## config.mk

```make
export PLATFORM = sky130hd
export DESIGN_NAME = modular_exponentiation_flat
export DESIGN_NICKNAME = d
export VERILOG_FILES = /design/src/rtl/mexp_pkg.sv /design/src/rtl/mexp_if.sv /design/src/rtl/mexp_mulmod.sv /design/src/rtl/modular_exponentiation.sv /design/src/flat_wrapper.sv
export SDC_FILE = /design/constraint.sdc
export NUM_CORES = 1
export LEC_CHECK = 0
export BUFFER_PORTS_ARGS = -buffer_cell sky130_fd_sc_hd__buf_2
export CAP_MARGIN = 20
export CORE_UTILIZATION = 50
export CTS_BUF_LIST = sky130_fd_sc_hd__clkbuf_8
export DETAILED_ROUTE_END_ITERATION = 16
export PLACE_DENSITY = 0.68
export SETUP_SLACK_MARGIN = 0.15
export SYNTH_ARGS = -nofsm -noshare
export SYNTH_HDL_FRONTEND = slang
export SYNTH_SLANG_ARGS = --single-unit
export TNS_END_PERCENT = 50
```

## constraint.sdc

```tcl
create_clock -name clk -period 10.8 [get_ports clk]
set_input_delay 1.08 -clock clk [delete_from_list [all_inputs] [get_ports clk]]
set_output_delay 1.08 -clock clk [all_outputs]
set_load 0.01 [all_outputs]
```

## src/rtl/mexp_pkg.sv

```systemverilog
// Package for the modular exponentiation block: widths, controller states, multiplier structs.
package mexp_pkg;

  // Width of every payload field on the channels
  localparam int unsigned MEXP_FIELD_WIDTH   = 32;
  // Default width of the arithmetic
  localparam int unsigned MEXP_OPERAND_WIDTH = 32;

  // Controller states
  typedef enum logic [2:0] {
    S_IDLE,
    S_LOAD,
    S_RWAIT,
    S_CHECK,
    S_MWAIT,
    S_DONE
  } mexp_state_t;

  // Control into the serial modular multiplier
  typedef struct packed {
    logic start;
  } mexp_mul_ctrl_t;

  // Status back from the serial modular multiplier
  typedef struct packed {
    logic busy;
    logic done;
  } mexp_mul_stat_t;

endpackage

```

## src/rtl/mexp_if.sv

```systemverilog
// Valid/ready channel interfaces for the operand and result transactions.
interface mexp_in_if
  import mexp_pkg::*;
();
  logic                        valid;
  logic                        ready;
  logic [MEXP_FIELD_WIDTH-1:0] base;
  logic [MEXP_FIELD_WIDTH-1:0] exponent;
  logic [MEXP_FIELD_WIDTH-1:0] modulus;

  modport source (output valid, output base, output exponent, output modulus, input ready);
  modport sink   (input valid, input base, input exponent, input modulus, output ready);
endinterface

interface mexp_out_if
  import mexp_pkg::*;
();
  logic                        valid;
  logic                        ready;
  logic [MEXP_FIELD_WIDTH-1:0] power_result;

  modport source (output valid, output power_result, input ready);
  modport sink   (input valid, input power_result, output ready);
endinterface

```

## src/rtl/mexp_mulmod.sv

```systemverilog
// Bit-serial interleaved modular multiplier: one multiplier bit per cycle, MSB first.
module mexp_mulmod
  import mexp_pkg::*;
#(
  parameter int unsigned OPERAND_WIDTH = MEXP_OPERAND_WIDTH
) (
  input  logic                     clk,
  input  logic                     rst_n,
  input  mexp_mul_ctrl_t           ctrl,
  input  logic [OPERAND_WIDTH-1:0] mul_a,
  input  logic [OPERAND_WIDTH-1:0] mul_b,
  input  logic [OPERAND_WIDTH-1:0] mul_m,
  output mexp_mul_stat_t           stat,
  output logic [OPERAND_WIDTH-1:0] product
);

  localparam int unsigned W  = OPERAND_WIDTH;
  localparam int unsigned CW = $clog2(W + 1);

  logic [W-1:0]  acc_r, acc_nxt;
  logic [W-1:0]  a_r;
  logic [W-1:0]  b_r;
  logic [W-1:0]  m_r;
  logic [CW-1:0] cnt_r;
  logic          busy_r;
  logic          done_r;

  logic [W+1:0]  sum;
  logic [W+1:0]  red1;
  logic [W+1:0]  m_ext;

  // One step: acc = (2*acc + bit*a) mod m; the sum stays below 3m
  always_comb begin
    m_ext = {2'b00, m_r};
    sum   = {1'b0, acc_r, 1'b0} + (b_r[W-1] ? {2'b00, a_r} : '0);
    red1  = (sum >= m_ext) ? sum - m_ext : sum;
    acc_nxt = (red1 >= m_ext) ? W'(red1 - m_ext) : W'(red1);
  end

  // Operand shift and step counter
  always_ff @(posedge clk) begin
    if (!rst_n) begin
      busy_r <= 1'b0;
      done_r <= 1'b0;
      cnt_r  <= '0;
    end else begin
      done_r <= 1'b0;
      if (ctrl.start && !busy_r) begin
        busy_r <= 1'b1;
        cnt_r  <= CW'(W);
      end else if (busy_r) begin
        cnt_r <= cnt_r - CW'(1);
        if (cnt_r == CW'(1)) begin
          busy_r <= 1'b0;
          done_r <= 1'b1;
        end
      end
    end
  end

  // Datapath registers, no reset needed
  always_ff @(posedge clk) begin
    if (ctrl.start && !busy_r) begin
      acc_r <= '0;
      a_r   <= mul_a;
      b_r   <= mul_b;
      m_r   <= mul_m;
    end else if (busy_r) begin
      acc_r <= acc_nxt;
      b_r   <= {b_r[W-2:0], 1'b0};
    end
  end

  assign stat.busy = busy_r;
  assign stat.done = done_r;
  assign product   = acc_r;

endmodule

```

## src/rtl/modular_exponentiation.sv

```systemverilog
// Top level of the modular exponentiation block: controller around the serial multiplier.
//
// Use: an operand transaction (base, exponent, modulus) enters on in_ch; one
// transaction carrying power_result = base^exponent mod modulus leaves on out_ch.
// Arithmetic runs on the low OPERAND_WIDTH (W) bits of every field.
// Sequence: the base is first reduced by one pass of the multiplier, then each
// exponent step costs one check state plus one multiply pass.
// Up to 2*W-1 steps are needed, so the time from acceptance to a valid result
// grows with the exponent and is shortest for a zero exponent. Each pass uses
// the shared bit-serial modular multiplier, which sets the pace; the
// loop stops early once the running power reaches 0 or 1.
// One item is in work at a time; in_ch.ready is high while the controller idles.
// A finished result sits in the output register, and the next item is accepted
// while it waits; if the receiver still stalls when that item finishes, the
// controller holds in its final state until the register frees.
// Reset (rst_n low, synchronous) empties the output register and returns the
// controller to idle. Modulus 1 gives 0; modulus 0 gives 0.
module modular_exponentiation
  import mexp_pkg::*;
#(
  parameter int unsigned OPERAND_WIDTH = MEXP_OPERAND_WIDTH
) (
  input logic        clk,
  input logic        rst_n,
  mexp_in_if.sink    in_ch,
  mexp_out_if.source out_ch
);

  localparam int unsigned W = OPERAND_WIDTH;

  mexp_state_t state_r, state_nxt;

  logic [W-1:0] acc_r, acc_nxt;
  logic [W-1:0] pw_r, pw_nxt;
  logic [W-1:0] exp_r, exp_nxt;
  logic [W-1:0] m_r;
  logic         sq_r, sq_nxt;

  logic                        out_valid_r, out_valid_nxt;
  logic [MEXP_FIELD_WIDTH-1:0] out_data_r, out_data_nxt;

  mexp_mul_ctrl_t mul_ctrl;
  mexp_mul_stat_t mul_stat;
  logic [W-1:0]   mul_a, mul_b;
  logic [W-1:0]   product;

  logic in_accept;
  logic out_free;

  assign in_ch.ready = (state_r == S_IDLE);
  assign in_accept   = in_ch.valid && in_ch.ready;
  assign out_free    = !out_valid_r || out_ch.ready;

  mexp_mulmod #(
    .OPERAND_WIDTH(W)
  ) u_mulmod (
    .clk     (clk),
    .rst_n   (rst_n),
    .ctrl    (mul_ctrl),
    .mul_a   (mul_a),
    .mul_b   (mul_b),
    .mul_m   (m_r),
    .stat    (mul_stat),
    .product (product)
  );

  // Next state
  always_comb begin
    state_nxt = state_r;
    case (state_r)
      S_IDLE:  if (in_accept) state_nxt = S_LOAD;
      S_LOAD:  state_nxt = (m_r == '0) ? S_DONE : S_RWAIT;
      S_RWAIT: if (mul_stat.done) state_nxt = S_CHECK;
      S_CHECK: begin
        if (exp_r == '0 || pw_r == '0 || pw_r == W'(1)) begin
          state_nxt = S_DONE;
        end else begin
          state_nxt = S_MWAIT;
        end
      end
      S_MWAIT: if (mul_stat.done) state_nxt = S_CHECK;
      S_DONE:  if (out_free) state_nxt = S_IDLE;
      default: state_nxt = S_IDLE;
    endcase
  end

  // Outputs and datapath updates
  always_comb begin
    acc_nxt       = acc_r;
    pw_nxt        = pw_r;
    exp_nxt       = exp_r;
    sq_nxt        = sq_r;
    out_valid_nxt = out_valid_r && !out_ch.ready;
    out_data_nxt  = out_data_r;
    mul_ctrl      = '0;
    mul_a         = acc_r;
    mul_b         = pw_r;
    case (state_r)
      S_LOAD: begin
        // base mod m, taken as base * 1 through the multiplier
        mul_ctrl.start = (m_r != '0);
        mul_a          = W'(1);
        mul_b          = pw_r;
        if (m_r == '0) acc_nxt = '0;
      end
      S_RWAIT: if (mul_stat.done) pw_nxt = product;
      S_CHECK: begin
        if (exp_r == '0 || pw_r == W'(1)) begin
          acc_nxt = acc_r;
        end else if (pw_r == '0) begin
          acc_nxt = '0;
        end else begin
          mul_ctrl.start = 1'b1;
          sq_nxt         = !exp_r[0];
          mul_a          = exp_r[0] ? acc_r : pw_r;
          mul_b          = pw_r;
        end
      end
      S_MWAIT: begin
        if (mul_stat.done) begin
          if (sq_r) begin
            pw_nxt  = product;
            exp_nxt = {1'b0, exp_r[W-1:1]};
          end else begin
            acc_nxt    = product;
            exp_nxt[0] = 1'b0;
          end
        end
      end
      S_DONE: begin
        if (out_free) begin
          out_valid_nxt = 1'b1;
          out_data_nxt  = MEXP_FIELD_WIDTH'(acc_r);
        end
      end
      default: ;
    endcase
  end

  // Control registers
  always_ff @(posedge clk) begin
    if (!rst_n) begin
      state_r     <= S_IDLE;
      out_valid_r <= 1'b0;
    end else begin
      state_r     <= state_nxt;
      out_valid_r <= out_valid_nxt;
    end
  end

  // Payload registers
  always_ff @(posedge clk) begin
    out_data_r <= out_data_nxt;
    sq_r       <= sq_nxt;
    if (in_accept) begin
      pw_r  <= in_ch.base[W-1:0];
      exp_r <= in_ch.exponent[W-1:0];
      m_r   <= in_ch.modulus[W-1:0];
      // result starts at 1 mod m
      acc_r <= (in_ch.modulus[W-1:0] == W'(1)) ? '0 : W'(1);
    end else begin
      pw_r  <= pw_nxt;
      exp_r <= exp_nxt;
      acc_r <= acc_nxt;
    end
  end

  assign out_ch.valid        = out_valid_r;
  assign out_ch.power_result = out_data_r;

  // Checks
  a_start_idle: assert property (@(posedge clk) disable iff (!rst_n)
    mul_ctrl.start |-> !mul_stat.busy)
    else $error("multiplier started while busy");

  a_product_reduced: assert property (@(posedge clk) disable iff (!rst_n)
    (mul_stat.done && m_r != '0) |-> (product < m_r))
    else $error("multiplier product not reduced");

  a_acc_reduced: assert property (@(posedge clk) disable iff (!rst_n)
    (state_r == S_CHECK) |-> (acc_r < m_r))
    else $error("accumulator not below modulus");

  a_accept_load: assert property (@(posedge clk) disable iff (!rst_n)
    in_accept |=> (state_r == S_LOAD))
    else $error("accepted transaction did not start");

  a_wait_busy: assert property (@(posedge clk) disable iff (!rst_n)
    (state_r == S_MWAIT && !mul_stat.done) |-> mul_stat.busy)
    else $error("waiting on an idle multiplier");

endmodule

```

## src/flat_wrapper.sv

```systemverilog
// flat-port wrapper written by rule: the top's interface ports become plain ports
module modular_exponentiation_flat import mexp_pkg::*;
#(
  parameter int unsigned OPERAND_WIDTH = MEXP_OPERAND_WIDTH
)
  (clk, rst_n, in_ch_valid, in_ch_base, in_ch_exponent, in_ch_modulus, in_ch_ready, out_ch_valid, out_ch_power_result, out_ch_ready);
  mexp_in_if in_ch_i ();
  mexp_out_if out_ch_i ();
  input logic clk;
  input logic rst_n;
  input wire logic [$bits(in_ch_i.valid)-1:0] in_ch_valid;
  input wire logic [$bits(in_ch_i.base)-1:0] in_ch_base;
  input wire logic [$bits(in_ch_i.exponent)-1:0] in_ch_exponent;
  input wire logic [$bits(in_ch_i.modulus)-1:0] in_ch_modulus;
  output wire logic [$bits(in_ch_i.ready)-1:0] in_ch_ready;
  output wire logic [$bits(out_ch_i.valid)-1:0] out_ch_valid;
  output wire logic [$bits(out_ch_i.power_result)-1:0] out_ch_power_result;
  input wire logic [$bits(out_ch_i.ready)-1:0] out_ch_ready;
  assign in_ch_i.valid = in_ch_valid;
  assign in_ch_i.base = in_ch_base;
  assign in_ch_i.exponent = in_ch_exponent;
  assign in_ch_i.modulus = in_ch_modulus;
  assign in_ch_ready = in_ch_i.ready;
  assign out_ch_valid = out_ch_i.valid;
  assign out_ch_power_result = out_ch_i.power_result;
  assign out_ch_i.ready = out_ch_ready;
  modular_exponentiation #(.OPERAND_WIDTH(OPERAND_WIDTH)) u_core (.clk(clk), .rst_n(rst_n), .in_ch(in_ch_i), .out_ch(out_ch_i));
endmodule
```

==> results.sh, run 1 <==
export IMPL_synth_top_cell_area_share=0.434
export IMPL_yosysWarnings=0
export IMPL_hold_viol=0
export IMPL_syn_num_nets=1870
export IMPL_setup_tns_ps=0
export IMPL_rows=68
export IMPL_synth_area_top_cells="edfxtp_1 (43%), ha_1 (6.8%), mux2_2 (5.5%), dfxtp_1 (5.0%), nand2_1 (4.5%)"
export IMPL_rsz0062_at_grt="no"
export IMPL_worstPathArrival_ps=10160
export IMPL_fin_crit_sh=0.897
export IMPL_reg2reg_depth=33
export IMPL_worstSetupEndpointType="register"
export IMPL_cts_buffers=49
export IMPL_synth_cells=1670
export IMPL_die_height_um=191
export IMPL_cts_tree="done"
export IMPL_dr_total_vias=13600
export IMPL_rrSetupSlack_ps=1110
export IMPL_wl_per_cell_um=19.8
export IMPL_netlist_area_mm2=0.0178
export IMPL_hold_class="register to register"
export IMPL_num_antenna_cells=0
export IMPL_final_common_cell="edfxtp_1"
export IMPL_drtAntennaViolNets=0
export IMPL_grtUsageTotal=0.252
export IMPL_vias_per_cell=5.89
export IMPL_fin_cells=2304
export IMPL_ctsResizeCount=0
export IMPL_drc=0
export IMPL_grt_overflow=0
export IMPL_wl_mm=45.6
export IMPL_drtIter0Drc=1146
export IMPL_die_area_mm2=0.0363
export IMPL_ys_ff_latch=301
export IMPL_antenna_found_initial=0
export IMPL_multi_input_area_mm2=0.00866
export IMPL_critPathMaxStageDelay_ps=750
export IMPL_holdWs_ps=449
export IMPL_h_tree_depth=2
export IMPL_startpoint_type="register"
export IMPL_clockRootBuffer="clkbuf_8"
export IMPL_holdPathStages=0
export IMPL_worstPathRequired_ps=11270
export IMPL_slew_limit_headroom=0.363
export IMPL_fillers=3026
export IMPL_ctsHoldBuffers=0
export IMPL_grt_max_degree=67
export IMPL_avgSynthCellArea_um2=10.6
export IMPL_die_w_um=191
export IMPL_path_max_fanout=20
export IMPL_seqCellArea_mm2=0.00860
export IMPL_area_growth_pct=11.7
export IMPL_globalplace_congestion=0.977
export IMPL_place_inst=2213
export IMPL_path_class="register to register"
export IMPL_first_pass_iters=5
export IMPL_post_cts_setup_buffers=0
export IMPL_clkLatencyLatePin_ps=620
export IMPL_fin_crit_ps=9690
export IMPL_layout_common_cells="edfxtp_1 (257), nand2_1 (214), buf_2 (133)"
export IMPL_fin_util=0.570
export IMPL_yosysTopAreaCell="edfxtp_1"
export IMPL_finalClockSkew_ps=27.8
export IMPL_detailedPlacementHpwl_mm=34.1
export IMPL_initial_utilization=0.511
export IMPL_finalMaxSlewViolations=0
export IMPL_grt_pass1_wl_mm=70.8
export IMPL_finalNetCount=2009
export IMPL_async_flop_share=0
export IMPL_placeableCoreArea_mm2=0.0348
export IMPL_synth_cell_types=83
export IMPL_ios=134
export IMPL_ys_seq_area_frac=0.484
export IMPL_layout_drive_gt1_share=0.178
export IMPL_grt_pass1_vias=13000
export IMPL_synth_edf_count=257
export IMPL_synth_flop_cell="edfxtp_1"
export IMPL_status="finished clean"
export IMPL_cpMostUsedCell="ha_1"
export IMPL_critPathSlowestCell="edfxtp_1"
export IMPL_finalSetupViolations=0
export IMPL_worstMarginPinSlew_ps=931
export IMPL_max_freq_mhz=103
export IMPL_clk_path_buf_depth=3
export IMPL_io_buffers=133
export IMPL_max_cap_viol_count=0
export IMPL_clkTransAtPathRegs_ps=70
export IMPL_cts_sinks=301
==> layout make-up <==
cell class,instances,area share
Tap cell,455,0.0287
Clock inverter,42,0.0137
Timing Repair Buffer,153,0.0411
Sequential cell,301,0.433
Clock buffer,49,0.0340
Inverter,67,0.0127
Multi-Input combinational cell,1237,0.437
==> stage by stage <==
stage	instance area, um^2	setup WS (ps)
after floorplan	17800	3240
after global placement	18900	1480
after detailed placement	18900	1230
after CTS	19800	1190
after global routing	19800	576
final	19800	1110
==> routing by layer <==
metal  vias up  share of wire  GRT usage
met5         -              0          0
met4         0          0.027     0.0871
met3        79          0.061     0.0397
met2       452           0.42      0.370
met1      6447           0.49      0.376
li1       6604              -          -
==> Yosys cell counts, drive strengths merged (18+ instances only) <==
cell type / instances
edfxtp: 257
nand2: 214
ha: 97
a21oi: 94
mux2: 87
nor2: 78
inv: 67
o21ai: 67
clkbuf: 54
and2: 48
and3: 47
xnor2: 45
dfxtp: 44
a21o: 40
nand4: 40
nor4: 35
xor2: 34
a22o: 33
nor3: 23
nand3: 21
o211ai: 21
nand2b: 18
o311ai: 18
==> cells by family (layout without fill, tap and decap cells) <==
group / after synthesis / count (layout) / share of synthesized area
AOI/OAI and AO/OA: 400 / 400 / 0.160
DFF: 301 / 301 / 0.484
muxes: 93 / 93 / 0.0585
xor gates and xnor gates: 79 / 79 / 0.0389
and+or+nand+nor: 565 / 565 / 0.158
buffers and inverters: 132 / 311 / 0.0294
adders and majority gates: 100 / 100 / 0.0717
==> registers in the layout, indices dropped and copies added, names as in the netlist <==
signal	flops
u_core.acc_r	32
u_core.exp_r	32
u_core.m_r	32
u_core.out_ch.power_result	32
u_core.out_ch.valid	1
u_core.pw_r	32
u_core.sq_r	1
u_core.state_r	3
u_core.u_mulmod.a_r	32
u_core.u_mulmod.b_r	32
u_core.u_mulmod.busy_r	1
u_core.u_mulmod.cnt_r	6
u_core.u_mulmod.done_r	1
u_core.u_mulmod.m_r	32
u_core.u_mulmod.product	32
==> worst paths after layout <==
| kind | start | endpoint |
|---|---|---|
| min reg2reg | u_core.m_r[12] | u_core.u_mulmod.m_r[12] |
| min | u_core.m_r[12] | u_core.u_mulmod.m_r[12] |
| max reg2reg | u_core.u_mulmod.b_r[31] | u_core.u_mulmod.product[24] |
| max | u_core.u_mulmod.b_r[31] | u_core.u_mulmod.product[24] |
==> critical path, delay by kind of cell (launching register included) <==
family,cells,cell delay [ps]
buffers and inverters,3,410
DFF,1,750
AOI/OAI and AO/OA,16,4090
adders and majority gates,4,1300
and+or+nand+nor,8,2450
muxes,2,520
Power of run 1 is not shown: default switching activity piles up to over one toggle a cycle in this logic, so the estimate is an artifact.
==> run 2: changes to the inputs <==
--- a/config.mk
+++ b/config.mk
@@ -5,8 +5,8 @@
 export SDC_FILE = /design/constraint.sdc
 export NUM_CORES = 1
 export LEC_CHECK = 0
+export ABC_AREA = 1
 export BUFFER_PORTS_ARGS = -buffer_cell sky130_fd_sc_hd__buf_2
-export CAP_MARGIN = 20
 export CORE_UTILIZATION = 50
 export CTS_BUF_LIST = sky130_fd_sc_hd__clkbuf_8
 export DETAILED_ROUTE_END_ITERATION = 16
==> constraint.sdc (replaced) <==
create_clock -name clk -period 10.8 [get_ports clk]
set_input_delay 1.62 -clock clk [delete_from_list [all_inputs] [get_ports clk]]
set_output_delay 1.62 -clock clk [all_outputs]
set_load 0.01 [all_outputs]
==> results.sh, run 2 <==
export IMPL_critPathMaxStageDelay_ps=460
export IMPL_yosysWarnings=0
export IMPL_clkTransAtPathRegs_ps=60
export IMPL_reg2reg_depth=42
export IMPL_crit_start="u_core.u_mulmod.b_r[31]"
export IMPL_cts_sinks=301
export IMPL_detailedPlacementHpwl_mm=42.4
export IMPL_finalClockSkew_ps=31.4
export IMPL_wirelength_met1_mm=23.6
export IMPL_r2r_end="u_core.u_mulmod.product[23]"
export IMPL_antenna_found_initial=0
export IMPL_wl_mm=54.4
export IMPL_vias_per_cell=5.44
export IMPL_die_height_um=195
export IMPL_die_area_mm2=0.0379
export IMPL_cts_tree="done"
export IMPL_synth_area_top_cells="edfxtp_1 (42%), nand2_1 (14%), ha_1 (6.5%), inv_1 (6.0%), dfxtp_1 (4.7%)"
export IMPL_ys_seq_area_frac=0.463
export IMPL_synth_top_cell_area_share=0.416
export IMPL_final_common_cell="nand2_1"
export IMPL_drc=0
export IMPL_avgSynthCellArea_um2=8.09
export IMPL_clk_path_buf_depth=3
export IMPL_clockRootBuffer="clkbuf_8"
export IMPL_synth_cells=2293
export IMPL_wl_met3_mm=3.16
export IMPL_synth_edf_count=257
export IMPL_fin_crit_sh=0.757
export IMPL_clkLatencyLatePin_ps=620
export IMPL_hold_path_end="u_core.u_mulmod.m_r[15]"
export IMPL_grt_overflow=0
export IMPL_grt_max_degree=66
export IMPL_grt_pass1_vias=15500
export IMPL_status="finished clean"
export IMPL_ctsHoldBuffers=0
export IMPL_dr_total_vias=16000
export IMPL_rrSetupSlack_ps=2620
export IMPL_ios=134
export IMPL_ctsResizeCount=0
export IMPL_synthTopCellsByCount="nand2_1 (671), inv_1 (296), edfxtp_1 (257)"
export IMPL_layout_drive_gt1_share=0.102
export IMPL_wl_met2_mm=26.3
export IMPL_setup_tns_ps=0
export IMPL_post_cts_setup_buffers=0
export IMPL_holdPathStages=0
export IMPL_cp_num_buf_inv=8
export IMPL_r2r_start="u_core.u_mulmod.b_r[31]"
export IMPL_rows=70
export IMPL_critPathTopFamily="simple AND/OR/NAND/NOR gates"
export IMPL_wl_per_cell_um=18.5
export IMPL_path_max_fanout=40
export IMPL_drtIter0Drc=1218
export IMPL_worstPathArrival_ps=8690
export IMPL_finalSetupViolations=0
export IMPL_finalMaxSlewViolations=0
export IMPL_h_tree_depth=2
export IMPL_max_freq_mhz=122
export IMPL_io_buffers=133
export IMPL_fillers=3467
export IMPL_layout_common_cells="nand2_1 (671), inv_1 (310), edfxtp_1 (257)"
export IMPL_synth_most_common_cell="nand2_1"
export IMPL_area_growth_pct=10.9
export IMPL_cpMostUsedCell="nand2_1"
export IMPL_worstMarginPinSlew_ps=1210
export IMPL_critPathSlowestCell="nor3_1"
export IMPL_globalplace_congestion=0.937
export IMPL_startpoint_type="register"
export IMPL_max_cap_viol_count=0
export IMPL_worstPathRequired_ps=11310
export IMPL_drtAntennaViolNets=0
export IMPL_slew_limit_headroom=0.194
export IMPL_rsz0062_at_grt="no"
export IMPL_cts_buffers=50
export IMPL_synth_cell_types=52
export IMPL_path_depth=42
export IMPL_hold_viol=0
export IMPL_ys_ff_latch=301
export IMPL_min_delay_start="u_core.m_r[15]"
export IMPL_path_class="register to register"
export IMPL_worstSetupEndpointType="register"
export IMPL_netlist_area_mm2=0.0186
export IMPL_die_w_um=195
export IMPL_num_antenna_cells=0
export IMPL_first_pass_iters=6
export IMPL_initial_utilization=0.507
export IMPL_finalNetCount=2633
export IMPL_fin_crit_ps=8180
export IMPL_top_layer_used="met4"
export IMPL_grtUsageTotal=0.290
export IMPL_synth_flop_cell="edfxtp_1"
export IMPL_syn_num_nets=2493
export IMPL_yosysTopAreaCell="edfxtp_1"
export IMPL_grt_pass1_wl_mm=84.6
export IMPL_hold_class="register to register"
export IMPL_placeableCoreArea_mm2=0.0366
export IMPL_async_flop_share=0
-- run 2: cell types whose count changed in the layout (fill, tap and decap cells not counted), moves of 23 or more --
| cell | delta |
|---|---|
| a21o_1 | -25 |
| a21oi_1 | +23 |
| and3_1 | -44 |
| and2_1 | -46 |
| nand2_1 | +457 |
| inv_1 | +222 |
| o21ai_0 | +92 |
| nor2_1 | +116 |
| a22o_1 | -33 |
| o21ai_1 | +32 |
| mux2_2 | -87 |
| nand3_1 | +71 |
-- run 2: layer usage --
metal	up-vias	track usage
met5	-	0
met4	0	0.0911
met3	92	0.0434
met2	520	0.492
met1	7476	0.381
li1	7882	-
-- run 2: worst max path at each step --
stage / end / slack (ps)
finish: u_core.u_mulmod.product[23] / 2620
global route: u_core.u_mulmod.product[23] / 1860
CTS: u_core.u_mulmod.product[23] / 2800
detailed placement: u_core.u_mulmod.product[0] / 2840
global placement: u_core.u_mulmod.product[23] / 2940
floorplan: u_core.u_mulmod.product[12] / 4850
-- run 2: kinds of logic (layout without fill, tap and decap cells) --
logic type / count (synthesis) / count (layout) / synth area share
AOI/OAI and AO/OA: 390 / 390 / 0.116
xor gates and xnor gates: 77 / 77 / 0.0363
adders and majority gates: 100 / 100 / 0.0686
buffers and inverters: 362 / 536 / 0.0784
DFF: 301 / 301 / 0.463
and+or+nand+nor: 1063 / 1063 / 0.237
-- run 2: final cells by class --
class	count	area, um^2	share of cell area
multi-input cells	1630	8570	0.416
clock inverters	36	239	0.0116
well taps	468	586	0.0284
inverters	305	1150	0.0560
clock buffers	50	688	0.0334
flip-flops and latches	301	8600	0.418
repair buffers	145	756	0.0367
-- run 2: worst reg2reg max path, delay by kind of cell, from the launching register on --
kind,cells,cell delay (ps)
simple gates,22,3680
buf+inv,8,1310
fa+ha+maj,4,1280
compound gates,7,1190
flops,1,320
xor+xnor,1,300
-- run 2: per-stage QoR --
step	instance area, um^2	utilization	hold slack, ps	worst slack [ps]	cells
detailed placement	19700	0.537	435	2840	2849
finish	20600	0.562	443	2620	2935
global route	20600	0.562	444	1860	2935
CTS	20600	0.562	440	2800	2935
floorplan	18600	-	427	4850	2293
global placement	19700	0.537	434	2940	2849
Power of run 2 is left out for the same reason.
==> run 3: changes to the inputs <==
==> constraint.sdc (replaced) <==
create_clock -name clk -period 8.5 [get_ports clk]
set_input_delay 1.275 -clock clk [delete_from_list [all_inputs] [get_ports clk]]
set_output_delay 1.275 -clock clk [all_outputs]
set_load 0.01 [all_outputs]
==> results.sh, run 3 (same netlist as run 2, synthesis figures left out) <==
export IMPL_r2r_end="u_core.u_mulmod.product[21]"
export IMPL_path_max_fanout=35
export IMPL_first_pass_iters=7
export IMPL_die_w_um=195
export IMPL_area_growth_pct=10.9
export IMPL_finalMaxSlewViolations=0
export IMPL_ctsResizeCount=0
export IMPL_critPathSlowestCell="edfxtp_1"
export IMPL_worstPathArrival_ps=8080
export IMPL_hold_viol=0
export IMPL_fin_util=0.562
export IMPL_cts_sinks=301
export IMPL_crit_start="u_core.u_mulmod.b_r[31]"
export IMPL_die_area_mm2=0.0379
export IMPL_min_delay_start="u_core.m_r[16]"
export IMPL_max_cap_viol_count=0
export IMPL_cts_tree="done"
export IMPL_finalNetCount=2636
export IMPL_h_tree_depth=2
export IMPL_placeableCoreArea_mm2=0.0366
export IMPL_grt_pass1_vias=15500
export IMPL_worstPathRequired_ps=8930
export IMPL_path_class="register to register"
export IMPL_grtUsageTotal=0.289
export IMPL_grt_max_degree=69
export IMPL_vias_per_cell=5.41
export IMPL_layout_common_cells="nand2_1 (671), inv_1 (315), edfxtp_1 (257)"
export IMPL_startpoint_type="register"
export IMPL_final_common_cell="nand2_1"
export IMPL_fin_crit_sh=0.900
export IMPL_ios=134
export IMPL_wl_per_cell_um=18.5
export IMPL_fin_crit_ps=7650
export IMPL_post_cts_setup_buffers=0
export IMPL_holdPathStages=0
export IMPL_die_height_um=195
export IMPL_finalSetupViolations=0
export IMPL_final_area_mm2=0.0206
export IMPL_dr_total_vias=15900
export IMPL_place_inst=2852
export IMPL_num_antenna_cells=0
export IMPL_finalClockSkew_ps=61.9
export IMPL_slew_limit_headroom=0.195
export IMPL_worstMarginPinSlew_ps=1200
export IMPL_setup_tns_ps=0
export IMPL_drc=0
export IMPL_clkLatencyLatePin_ps=650
export IMPL_grt_pass1_wl_mm=84.4
export IMPL_max_freq_mhz=131
export IMPL_globalplace_congestion=0.936
export IMPL_io_buffers=133
export IMPL_fin_cells=2942
export IMPL_layout_drive_gt1_share=0.101
export IMPL_rsz0062_at_grt="no"
export IMPL_drtIter0Drc=1009
export IMPL_placed_area_mm2=0.0197
export IMPL_cpMostUsedCell="nand2_1"
export IMPL_reg2reg_depth=41
export IMPL_cts_buffers=50
export IMPL_detailedPlacementHpwl_mm=42.1
export IMPL_antenna_found_initial=0
export IMPL_r2r_start="u_core.u_mulmod.b_r[31]"
export IMPL_rows=70
export IMPL_wl_mm=54.4
export IMPL_hold_class="register to register"
export IMPL_hold_path_end="u_core.u_mulmod.m_r[16]"
export IMPL_rrSetupSlack_ps=850
export IMPL_ctsHoldBuffers=0
export IMPL_drtAntennaViolNets=0
export IMPL_grt_overflow=0
export IMPL_worstSetupEndpointType="register"
export IMPL_critPathMaxStageDelay_ps=500
export IMPL_clk_path_buf_depth=3
export IMPL_clockRootBuffer="clkbuf_8"
export IMPL_clkTransAtPathRegs_ps=60
export IMPL_status="finished clean"
export IMPL_initial_utilization=0.507
run 3: layout make-up:
type                    instances  area (um^2)
inverters                     305         1160
well taps                     468          586
flip-flops and latches        301         8600
clock buffers                  50          688
multi-input cells            1630         8580
clock inverters                40          201
fillers                      3519        16000
repair buffers                148          778
run 3: through the flow:
| stage | hold slack, ps | setup slack (ps) |
|---|---|---|
| after floorplan | 427 | 2550 |
| after global placement | 434 | 899 |
| after detailed placement | 435 | 847 |
| after CTS | 449 | 755 |
| after global routing | 458 | 157 |
| final | 448 | 850 |
run 3: layer usage:
metal,track usage,wire length [um],vias up
li1,-,-,7897
met1,0.382,24200,7401
met2,0.489,25700,506
met3,0.0383,2860,98
met4,0.0988,1590,0
met5,0,0,-
run 3: how the worst max path moves through the flow:
stage,slack [ps],to
6_report,850,u_core.u_mulmod.product[21]
2_1_floorplan,2550,u_core.u_mulmod.product[12]
4_1_cts,760,u_core.u_mulmod.product[21]
5_1_grt,160,u_core.u_mulmod.product[21]
3_3_place_gp,900,u_core.u_mulmod.product[23]
3_5_place_dp,850,u_core.u_mulmod.product[21]
run 3: worst max-delay path: cells and delay by family, from the launching register on:
family | cells | cell delay (ps)
AO/OA/AOI/OAI | 8 | 1480
XOR/XNOR | 1 | 350
adder cells (fa/ha/maj) | 3 | 1110
buffers and inverters | 8 | 960
flip-flops | 1 | 500
AND/OR/NAND/NOR | 21 | 2990
Power of run 3 is left out for the same reason.
